--- config.mk ---
export PLATFORM = sky130hd
export DESIGN_NAME = ptht_queue
export DESIGN_NICKNAME = d
export VERILOG_FILES = /design/src/rtl/ptht_pkg.sv /design/src/rtl/ptht_queue.sv
export SDC_FILE = /design/constraint.sdc
export NUM_CORES = 1
export LEC_CHECK = 0
export ABC_AREA = 1
export BUFFER_PORTS_ARGS = -buffer_cell sky130_fd_sc_hd__buf_4
export CAP_MARGIN = 20
export CORE_UTILIZATION = 46
export CTS_CLUSTER_SIZE = 28
export DETAILED_ROUTE_END_ITERATION = 7
export PLACE_DENSITY = 0.86
export SKIP_CTS_REPAIR_TIMING = 1
export SLEW_MARGIN = 40
export SYNTH_ARGS = -nofsm -noshare
export SYNTH_HDL_FRONTEND = slang
export SYNTH_SLANG_ARGS = --single-unit
--- constraint.sdc ---
create_clock -name clock -period 2.1 [get_ports clock]
set_clock_uncertainty 0.2 [all_clocks]
set_input_delay 0.105 -clock clock [delete_from_list [all_inputs] [get_ports clock]]
set_output_delay 0.105 -clock clock [all_outputs]
set_load 0.005 [all_outputs]
--- src/rtl/ptht_pkg.sv ---
package ptht_pkg;

   localparam int unsigned VALUE_BITS = 20;
   localparam logic [VALUE_BITS-1:0] VALUE_MAX = '1;

   typedef enum logic [2:0] {
      CMD_ADD  = 3'd0,
      CMD_DEL  = 3'd1,
      CMD_INC  = 3'd2,
      CMD_READ = 3'd3,
      CMD_SUM  = 3'd4
   } cmd_type;

   typedef enum logic [1:0] {
      ST_OK      = 2'd0,
      ST_EXISTS  = 2'd1,
      ST_MISSING = 2'd2,
      ST_RANGE   = 2'd3
   } status_type;

   typedef struct packed {
      logic [2:0]  cmd;
      logic [3:0]  source_node;
      logic [3:0]  target_node;
      logic [15:0] rel_time;
   } req_type;

   typedef struct packed {
      logic [1:0]  status;
      logic [19:0] value;
   } rsp_type;

   typedef struct packed {
      logic [2:0]  cmd;
      logic [3:0]  source_node;
      logic [3:0]  target_node;
      logic        bin_ok;
      logic [15:0] bin;
   } job_type;

   typedef enum logic [1:0] {
      F_IDLE,
      F_DIV,
      F_PUSH
   } front_state_type;

   typedef enum logic [2:0] {
      B_IDLE,
      B_EXEC,
      B_INC_WR,
      B_CLR,
      B_RD,
      B_SUM,
      B_SUM_TAIL,
      B_RESP
   } back_state_type;

endpackage

--- src/rtl/ptht_queue.sv ---
module ptht_queue (
   input  logic              clock,
   input  logic              reset,
   input  logic              push,
   input  ptht_pkg::job_type push_job,
   output logic              full,
   input  logic              pop,
   output logic              not_empty,
   output ptht_pkg::job_type pop_job
);

   ptht_pkg::job_type slot_ff [2];
   logic       wptr_ff, wptr_in;
   logic       rptr_ff, rptr_in;
   logic [1:0] fill_ff, fill_in;

   always_comb begin
      wptr_in = push ? ~wptr_ff : wptr_ff;
      rptr_in = pop ? ~rptr_ff : rptr_ff;
      fill_in = fill_ff + 2'(push) - 2'(pop);
   end

   always_ff @(posedge clock) begin
      if (reset) begin
         wptr_ff <= 1'b0;
         rptr_ff <= 1'b0;
         fill_ff <= 2'd0;
      end else begin
         wptr_ff <= wptr_in;
         rptr_ff <= rptr_in;
         fill_ff <= fill_in;
      end
      if (push) begin
         slot_ff[wptr_ff] <= push_job;
      end
   end

   assign full      = (fill_ff == 2'd2);
   assign not_empty = (fill_ff != 2'd0);
   assign pop_job   = slot_ff[rptr_ff];

endmodule

After elaboration in Yosys (flattened, before gate mapping). Memory sizes are Yosys's and may differ from the RTL's. A register that Yosys moved wholly into a read port is not among the register bits. Index checks and enable logic that the tools add are counted.

Add/subtract/negate cells: 2. Multiplexer cells: 4. Bitwise operators: 2. Equal/unequal tests: 1. Reduce and logical (&&, ||, !) cells: 1.

Operator list (number): 1-bit two-way mux (4); 2-bit by 1-bit adder with 2-bit output (1); 2-bit == test (second input constant) (1); 1-bit NOT (2); 2-bit nonzero test (1); 2-bit by 1-bit subtractor with 2-bit output (1).

Memory bits (writable): 56. Output and inout port bits: 30. Bits in registers: 4. Memories kept: 1. Word-level logic and storage cells: 14. Bits of input ports: 32.

Memories: slot_ff (words 2, bits a word 28, read ports 1, clocked after memory_dff 1, write ports 1, line ptht_queue.sv:12) `ptht_pkg::job_type slot_ff [2];`.

Logic depth before layout (Yosys ltp).
Word-level depth: 3. Mapped depth: 9. Mapped depth without buffers: 9.

Least setup slack after synthesis. No wires, ideal clock.

Path type: register to register. From: register wptr_ff. To: memory slot_ff[0][0] in the netlist's numbering, enable pin. Arrival time: 1512 ps. Setup time: 413 ps. Slack: -25 ps. Path buffers: 0. Cell stages (with the launch flop): 2. Clock period less this slack: 2125 ps. Required time: 1487 ps. Path through: dfxtp_1 nor2_1.

RTL lines: start, declared (line ptht_queue.sv:13) `logic wptr_ff, wptr_in;`; start signal, assigned (line ptht_queue.sv:29) `wptr_ff <= wptr_in;`; end, declared (line ptht_queue.sv:12).

Straight into the memory's write port.

==> results.toml <==
[power_and_ir_drop]
p_sw_w = 0.0005644
powerDensity_nw_per_um2 = 825.3
ir_worst_vdd_mv = 0.4474
p_leak_nw = 1.389
power.internal_w = 0.002241
p_total_w = 0.002806
clockPowerShare = 0.347
swShare = 0.2012
comb_power_share = 0.143
power_frac_seq = 0.511

[clock_tree]
cts.clk_slew.worst_paths_ps = 60
htreeDepth = 3
ctsRootBufferMaster = "clkbuf_8"
insertion_delay_ps = 320
cts_buffers = 9
clkSinkCount = 61
cts_tree = "done"
clockBufferDepth = 2

[final_layout]
utilization = 0.7057
nets = 258
area.growth.synth_to_final_pct = 44.83
layout-drive-gt1-share = 0.4716
n_antenna_cell = 0

[critical_path]
critical_path_required_ps = 1790
crit_path_cell_trace = "buf_12, mux2_4, buf_4"
slowest_delay_ps = 510
start_kind = "flop"
critical_path_class = "reg2out"
crit_slowest_cell = "dfxtp_2"
r2r_slack_ps = 650
critPathMaxFanout = 18
r2r_start = "fill_ff[0]"
cp-end-kind = "output pin"
crit_arrival_ps = 1520

[synthesis]
synth_area_um2 = 2347
synth.distinct_cells = 14
synth_warnings = 0
synth_cells = 118
syn-num-nets = 152
ys_seq_area_frac = 0.7591
ys_ff_latch = 61
post_synth.cell_area_avg_um2 = 19.89

[global_routing]
grt_use_total = 0.1501
antenna_found_initial = 0
grt_overflow = 0
use_met3 = 0.04938
top_usage_layer = "met2"
met2_usage = 0.2531
grt_pass1_vias = 1276
grt_max_degree = 19
use_met1 = 0.1654
grt_pass1_wl_um = 5623

[routing]
drt_iter0_drc = 74
avgViaCountPerCell = 4.524
dr.pass1.iters = 4
drt-wirelength-per-cell_um = 13.64
routed_wl_um = 4036
drc = 0
ant_nets = 0
num_vias = 1339

[timing]
slew_viol_final = 0
setup_viol = 0
worstMarginPinSlew_ps = 302.0
maxSlewHeadroom = 0.7987
hold_ws_ps = 305.2
setup_tns_ps = 0
period_share = 0.8705
rsz0062_at_grt = "no"
worst_slack_ps = 271.9
min_period_ps = 1828
final_hold_viol_count = 0
fmax_mhz = 547.0

[floorplan]
die_w_um = 73.44
coreArea_um2 = 4817
die_y_um = 73.44
io_pins = 62
dieArea_um2 = 5393
rows = 25
initial_utilization = 0.4873

[placed_design]
globalplace.congestion = 0.6639
place_hpwl_um = 2602
post-place-ws_ps = 601.7
port_buffers = 61

[min_path]
hp-class = "in2reg"
hold_start = "push_job[12]"

[flow_run]
cap_violations = 0

[status]
outcome = "complete, no violations"
==> flip-flops by register name, summed over array words and instances (netlist names), named ones only <==
name,flops
fill_ff,2
rptr_ff,1
slot_ff,56
wptr_ff,1
==> layer usage <==
layer	wire length, µm	up-vias
met2	2152	48
li1	-	647
met3	184	10
met5	0	-
met1	1609	634
met4	89	0
==> worst paths after layout <==
check | end | depth (start not counted)
worst max-delay path | pop_job[24] | 3
worst min-delay path | slot_ff[1][12] | 2
worst max register to register | fill_ff[1] | 8
worst min register to register | wptr_ff | 2
==> cells by family (layout without fill, tap and decap cells) <==
kind of cell	after synthesis	in the layout	synth area share
and+or+nand+nor	14	14	0.02345
DFF	61	61	0.7591
xor gates and xnor gates	1	1	0.003732
muxes	28	28	0.1663
adders and majority gates	2	2	0.01066
buffers and inverters	11	122	0.03465
AOI/OAI and AO/OA	1	1	0.002130
==> through the flow <==
stage,std cells,instance area [µm²]
after detailed placement,248,2892
after global placement,248,2892
after global routing,296,3400
after floorplan,118,2350
after CTS,264,3079
final,296,3400
==> cell usage in the layout, fill, tap and decap left out, types with 4 or more instances in the layout <==
cell type	Yosys	final
buf_4	0	65
clkbuf_1	0	4
clkbuf_8	0	10
dfxtp_1	5	4
dlygate4sd3_1	0	32
edfxtp_1	56	56
inv_1	8	8
mux2_2	8	8
mux2_4	20	20
nand2_1	5	5
nor2_1	7	6
==> cell usage after synthesis <==
cell,n,area [µm²]
ha_1,2,25.02
a21oi_1,1,5.000
inv_1,8,30.03
mux2_4,20,300.3
edfxtp_1,56,1682
mux2_2,8,90.09
nor2_1,7,26.28
buf_6,1,11.26
nand2_1,5,18.77
buf_12,2,40.04
nor3_1,1,5.000
xnor2_1,1,8.760
dfxtp_1,5,100.1
nand3_1,1,5.000
==> power groups by stage <==
| stage | clock (W) | combinational [W] | sequential [W] |
|---|---|---|---|
| after floorplan | 0 | 0.000196 | 0.00144 |
| after global placement | 0 | 0.000345 | 0.00145 |
| after detailed placement | 0 | 0.000354 | 0.00146 |
| after CTS | 0.00101 | 0.000354 | 0.00143 |
| after global routing | 0.00106 | 0.000434 | 0.00144 |
| final | 0.000973 | 0.000400 | 0.00143 |
==> worst max-delay path: cells and delay by family (launching register included) <==
kind | cells | cell delay (ps)
buf+inv | 2 | 370
flops | 1 | 510
mux | 1 | 320
==> area by class of cell <==
type / count / area [µm²]
fill: 332 / 1418
clock buffer: 14 / 152.6
sequential: 61 / 1783
inverter: 8 / 30.03
multi-input combinational: 46 / 486.7
clock inverter: 2 / 35.03
tap: 67 / 83.83
timing repair buffer: 98 / 828.3
(Power assumes the default switching activity.)
