$ cat src/rtl/ptht_pkg.sv
package ptht_pkg;

   localparam int unsigned VALUE_BITS = 20;
   localparam logic [VALUE_BITS-1:0] VALUE_MAX = '1;

   typedef enum logic [2:0] {
      CMD_ADD  = 3'd0,
      CMD_DEL  = 3'd1,
      CMD_INC  = 3'd2,
      CMD_READ = 3'd3,
      CMD_SUM  = 3'd4
   } cmd_type;

   typedef enum logic [1:0] {
      ST_OK      = 2'd0,
      ST_EXISTS  = 2'd1,
      ST_MISSING = 2'd2,
      ST_RANGE   = 2'd3
   } status_type;

   typedef struct packed {
      logic [2:0]  cmd;
      logic [3:0]  source_node;
      logic [3:0]  target_node;
      logic [15:0] rel_time;
   } req_type;

   typedef struct packed {
      logic [1:0]  status;
      logic [19:0] value;
   } rsp_type;

   typedef struct packed {
      logic [2:0]  cmd;
      logic [3:0]  source_node;
      logic [3:0]  target_node;
      logic        bin_ok;
      logic [15:0] bin;
   } job_type;

   typedef enum logic [1:0] {
      F_IDLE,
      F_DIV,
      F_PUSH
   } front_state_type;

   typedef enum logic [2:0] {
      B_IDLE,
      B_EXEC,
      B_INC_WR,
      B_CLR,
      B_RD,
      B_SUM,
      B_SUM_TAIL,
      B_RESP
   } back_state_type;

endpackage

$ cat src/rtl/ptht_front.sv
module ptht_front #(
   parameter int NUM_BINS = 32
) (
   input  logic              clock,
   input  logic              reset,
   input  logic              start,
   output logic              busy,
   input  ptht_pkg::req_type req_item,
   input  logic              csr_we,
   input  logic [15:0]       csr_wdata,
   input  logic              q_full,
   output logic              q_push,
   output ptht_pkg::job_type q_job
);

   ptht_pkg::front_state_type state_ff, state_in;
   logic [15:0] width_ff, width_in;
   logic [16:0] rem_ff, rem_in;
   logic [15:0] quo_ff, quo_in;
   logic [15:0] div_ff, div_in;
   logic [3:0]  cnt_ff, cnt_in;
   ptht_pkg::req_type item_ff, item_in;
   logic [16:0] rem_sh;
   logic [16:0] rem_sub;

   assign rem_sh  = {rem_ff[15:0], quo_ff[15]};
   assign rem_sub = rem_sh - {1'b0, div_ff};

   always_comb begin
      state_in = state_ff;
      unique case (state_ff)
         ptht_pkg::F_IDLE: if (start) state_in = ptht_pkg::F_DIV;
         ptht_pkg::F_DIV:  if (cnt_ff == 4'hF) state_in = ptht_pkg::F_PUSH;
         ptht_pkg::F_PUSH: if (!q_full) state_in = ptht_pkg::F_IDLE;
         default:          state_in = ptht_pkg::F_IDLE;
      endcase
   end

   always_comb begin
      width_in = csr_we ? csr_wdata : width_ff;
      rem_in   = rem_ff;
      quo_in   = quo_ff;
      div_in   = div_ff;
      cnt_in   = cnt_ff;
      item_in  = item_ff;
      unique case (state_ff)
         ptht_pkg::F_IDLE: begin
            item_in = req_item;
            rem_in  = '0;
            quo_in  = req_item.rel_time;
            div_in  = width_ff;
            cnt_in  = '0;
         end
         ptht_pkg::F_DIV: begin
            cnt_in = cnt_ff + 4'd1;
            if (!rem_sub[16]) begin
               rem_in = rem_sub;
               quo_in = {quo_ff[14:0], 1'b1};
            end else begin
               rem_in = rem_sh;
               quo_in = {quo_ff[14:0], 1'b0};
            end
         end
         default: ;
      endcase
   end

   always_ff @(posedge clock) begin
      if (reset) begin
         state_ff <= ptht_pkg::F_IDLE;
         width_ff <= 16'd1;
      end else begin
         state_ff <= state_in;
         width_ff <= width_in;
      end
      rem_ff  <= rem_in;
      quo_ff  <= quo_in;
      div_ff  <= div_in;
      cnt_ff  <= cnt_in;
      item_ff <= item_in;
   end

   assign busy   = (state_ff != ptht_pkg::F_IDLE);
   assign q_push = (state_ff == ptht_pkg::F_PUSH) && !q_full;

   always_comb begin
      q_job.cmd         = item_ff.cmd;
      q_job.source_node = item_ff.source_node;
      q_job.target_node = item_ff.target_node;
      q_job.bin         = quo_ff;
      q_job.bin_ok      = (div_ff != 16'd0) && (32'(quo_ff) < NUM_BINS);
   end

endmodule

$ cat config.mk
export PLATFORM = sky130hd
export DESIGN_NAME = ptht_front
export DESIGN_NICKNAME = d
export VERILOG_FILES = /design/src/rtl/ptht_pkg.sv /design/src/rtl/ptht_front.sv
export SDC_FILE = /design/constraint.sdc
export NUM_CORES = 1
export LEC_CHECK = 0
export BUFFER_PORTS_ARGS = -buffer_cell sky130_fd_sc_hd__buf_2
export CORE_MARGIN = 3
export CORE_UTILIZATION = 40
export CTS_CLUSTER_SIZE = 14
export DETAILED_ROUTE_END_ITERATION = 6
export GPL_TIMING_DRIVEN = 1
export PLACE_DENSITY = 0.64
export RECOVER_POWER = 50
export SLEW_MARGIN = 10
export SYNTH_ARGS = -nofsm -noshare
export SYNTH_HDL_FRONTEND = slang
export SYNTH_SLANG_ARGS = --single-unit
$ cat constraint.sdc
create_clock -name clock -period 4.05 [get_ports clock]
set_clock_uncertainty 0.05 [all_clocks]
set_input_delay 0.81 -clock clock [delete_from_list [all_inputs] [get_ports clock]]
set_output_delay 0.81 -clock clock [all_outputs]
set_load 0.02 [all_outputs]
# After elaboration in Yosys (flattened, before gate mapping)
# Index checks and enable logic that the tools add are counted.
# word_totals
regBits	81
inputBits	48
output_inout_bits	30
elab_cells	35
# classes
add_sub_neg	2
magnitude_cmp	1
eq_ne	6
mux	9
reduce_logical	8
# ops
operator	n
16-bit one-hot mux with 2 select lines	2
17-bit by 16-bit subtractor with 17-bit output	1
16-bit by 6-bit less-than comparator with 1-bit output, second input constant	1
16-bit two-way mux	1
16-bit nonzero test	1
4-bit one-hot mux with 2 select lines	1
2-bit two-way mux	3
2-bit inequality test, second input constant	3
2-bit one-hot mux with 3 select lines	1
4-bit by 1-bit adder with 4-bit output, second input constant	1
4-bit equality test, second input constant	1
2-bit nonzero test	2
3-bit AND reduction	1
2-bit by 1-bit equality test with 1-bit output, second input constant	1
2-bit equality test, second input constant	1
1-bit logical AND	2
2-bit zero test	1
1-bit zero test	1
1-bit two-way mux	1

# Depth between registers and ports, before layout
# depth
depth_word	3
mapped_depth	11
ltp_nobuf	10

# Least setup slack after synthesis
# Ideal clock, no wire load.
# synth_path
path_type	register to register
from	register quo_ff[15]
to	register rem_ff[10] (data pin)
setup_time_ps	266
arrival_ps	2684
required_time_ps	3734
setup_slack_ps	1050
stages_incl_launch_ff	12
n_path_buf	1
period_less_slack_ps	3000
cell_sequence	edfxtp_1 > inv_1 > ha_1 > fa_1 > nand2b_4 > a21oi_4 > a31oi_4 > o311a_1 > nor3_2 > buf_6 > mux2i_1 > nor2_1
# synth_between
elab_chain_len	3
# synth_lines
item	line	text
start: declaration	ptht_front.sv:19	logic [15:0] quo_ff, quo_in;
start signal: assignment	ptht_front.sv:77	quo_ff <= quo_in;
17-bit by 16-bit subtractor with 17-bit output	ptht_front.sv:27	assign rem_sub = rem_sh - {1'b0, div_ff};
16-bit two-way mux	ptht_front.sv:56	if (!rem_sub[16]) begin
16-bit one-hot mux with 2 select lines	ptht_front.sv:46	unique case (state_ff)
end signal: assignment	ptht_front.sv:76	rem_ff <= rem_in;
end: declaration	ptht_front.sv:18	logic [16:0] rem_ff, rem_in;
# Every way passes these cells.
# A chain may end at the register's enable or synchronous reset.

# Worst setup path in the final report
# layout_path
from	register quo_ff[15]
to	register rem_ff[12] (data pin)
# Same word-level chain as after synthesis.

==> flow_summary.ini <==
[run_status]
status = finished clean

[clock_tree]
cts_root_buffer = clkbuf_8
cts_buffers = 9
numClockSinks = 81
cts_resized = 0
cts_tree = yes
cts_max_level = 3
clockBufferDepth = 2
cts_hold_buf = 0
post_cts_buffers = 0
clkTransAtPathRegs_ps = 100
clk_latency_ps = 360

[cells_and_area]
final_common_cell = buf_2
final_cell_mix = buf_2, edfxtp_1, nand2_1
final_util_pct = 49.77
diodes = 0
instances_no_fill = 578
areaGrowthSynthToFinish_pct = 18.09
fin_nets = 510
layout-drive-gt1-share_pct = 23.83

[yosys]
syn-mean-instance-area_um2 = 11.03
synth_ff_type = edfxtp_1
synth-seq-area-share_pct = 56.23
yosys.area.top_type = edfxtp_1
yosys-top-cells-area = edfxtp_1, dfxtp_1, mux2i_1, nand2_1, ha_1
synth-seq-cells = 81
synth_top_area_share_pct = 47.24
yosysWarnings = 0
synth.distinct_cells = 50
synthMuxAreaShare_pct = 6.248
synth_xor_area_share_pct = 2.624
synth_nets = 429
synthSimpleGateAreaFrac_pct = 16.21
netlist_area_mm2 = 0.004005
syn_inst = 363
synth-edff-count = 63
synth_top_family_by_area = simple AND/OR/NAND/NOR gates
synthAdderAreaFrac_pct = 5.811
synth-compound-area-share_pct = 9.153
async_flop_share_pct = 0

[global_route]
use_met3_pct = 4.129
antenna_found_initial = 0
grt_pass1_vias = 2879
gr-usage-all-layers_pct = 14.64
use_met2_pct = 25.00
grt_use_met1_pct = 17.92
grt-ovfl-total = 0
grt_pass1_wl_um = 13320
grt_max_degree = 39
top_usage_layer = met2

[worst_hold_path]
hp-class = flip-flop to flip-flop
hold_path_depth = 0

[run]
drv_cap = 0

[sta]
finalSetupTns_ps = 0
max_clock_freq_mhz = 327.8
setup_slack_ps = 999.4
hold_violations = 0
maxSlewViolCount = 0
setup_viol_count_final = 0
tightest_slew_ps = 1432
rsz0062_at_grt = false
finalCritPeriodShare_pct = 75.32
post-route-min-period_ps = 3051
maxSlewHeadroom_pct = 4.519

[route]
drtAntennaViolNets = 0
drt-total-wl_um = 8087
avgRoutedWirePerCell_um = 13.99
drc_errors = 0
dr.pass1.iters = 4
vias_per_cell = 5.031
vias = 2908
dr.first_iter.drc_count = 150

[floorplan]
fp-row-count = 35
dieHeight_um = 106.1
ios = 78
die_w_um = 106.1
core-area_mm2 = 0.009503
initial_core_util_pct = 42.15
dieArea_mm2 = 0.01125

[pwr]
ir_drop_mv = 0.2547
power.leakage_nw = 2.143
power_density_mw_per_mm2 = 622.6
total_power_mw = 2.945

[critical_path]
worst_ep_required_time_ps = 4220
path_class = flip-flop to flip-flop
critPathMaxFanout = 12
r2r_cells = 11
worst_path_largest_cell_delay_ps = 530
critPathSlowestCell = or4b_1
path_cells = inv_1 -> ha_1 -> fa_1 -> nand2b_4 -> a21oi_4 -> a31oi_4 -> nor4_2 -> nor3_2 -> buf_4 -> or4b_1 -> a21oi_1
crit_path_end_kind = flip-flop
cp-start-kind = flip-flop
worstPathArrival_ps = 3220

[placement]
place_congestion = 0.8657
place.detailed.hpwl_um = 5916
pre_cts_ws_ps = 989.3
portBuffers = 77
dp.cells = 562
-- kinds of logic (layout without fill, tap and decap cells) --
kind of cell / count (synthesis) / count (layout)
buffers and inverters: 35 / 121
adders and majority gates: 18 / 18
AOI/OAI and AO/OA: 52 / 52
xor gates and xnor gates: 12 / 12
and+or+nand+nor: 140 / 140
muxes: 25 / 25
DFF: 81 / 81
-- state kept, by name, summed over array words and instances (netlist names) --
name,flops
state_ff,2
div_ff,16
cnt_ff,4
rem_ff,16
width_ff,16
quo_ff,16
q_job,11
-- cells in the mapped netlist (2+ instances only) --
master and n:
edfxtp_1 63, nand2_1 61, nor2_1 37, mux2i_1 25, inv_1 22, dfxtp_1 18
ha_1 17, a21oi_1 16, clkbuf_1 9, o21ai_0 8, nor4_1 7, xnor2_1 7
a21o_1 6, nor3_1 6, xor2_1 5, nand3_1 4, nor2b_1 4, a31oi_1 3
o21a_1 3, and2_1 2, and3_1 2, buf_6 2, nand2b_1 2, nand3b_1 2
nand4_1 2, nor3b_1 2, o211ai_1 2, o221ai_1 2, o311a_1 2, or2_2 2
-- power by group --
part	switching (mW)	internal, mW	leakage [nW]
clock	0.353	0.248	0.104
sequential	0.0855	1.06	0.834
combinational	0.691	0.503	1.20
total	1.13	1.82	2.14
-- worst paths after layout --
path,slack [ps],from,endpoint
setup / recovery,1000,quo_ff[15],rem_ff[12]
hold / removal,380,width_ff[0],div_ff[0]
setup reg to reg,1000,quo_ff[15],rem_ff[12]
hold reg to reg,380,width_ff[0],div_ff[0]
-- through the flow --
step,area (µm²),hold slack [ps]
final,4730,383.2
after floorplan,4005,350.5
after global routing,4730,401.0
after global placement,4533,361.3
after CTS,4738,387.9
after detailed placement,4533,361.3
-- area by class of cell --
type | count | area (µm²)
Fill cell | 900 | 4773
Sequential cell | 81 | 2252
Multi-Input combinational cell | 247 | 1607
Timing Repair Buffer | 83 | 421.7
Tap cell | 129 | 161.4
Clock buffer | 9 | 123.9
Inverter | 22 | 82.58
Clock inverter | 7 | 81.33
-- worst max-delay path, delay by kind of cell (launching register included) --
kind	cells	cell delay (ps)
adder cells (fa/ha/maj)	2	620
AND/OR/NAND/NOR	4	1090
flip-flops	1	410
AO/OA/AOI/OAI	3	470
buffers and inverters	2	270
-- layer usage --
layer  routed length [µm]  vias to the layer above
li1                     -                     1457
met3                  452                       10
met4                  127                        0
met1                 3634                     1368
met2                 3872                       73
met5                    0                        -
No activity file was read; power rests on OpenSTA's default activity.
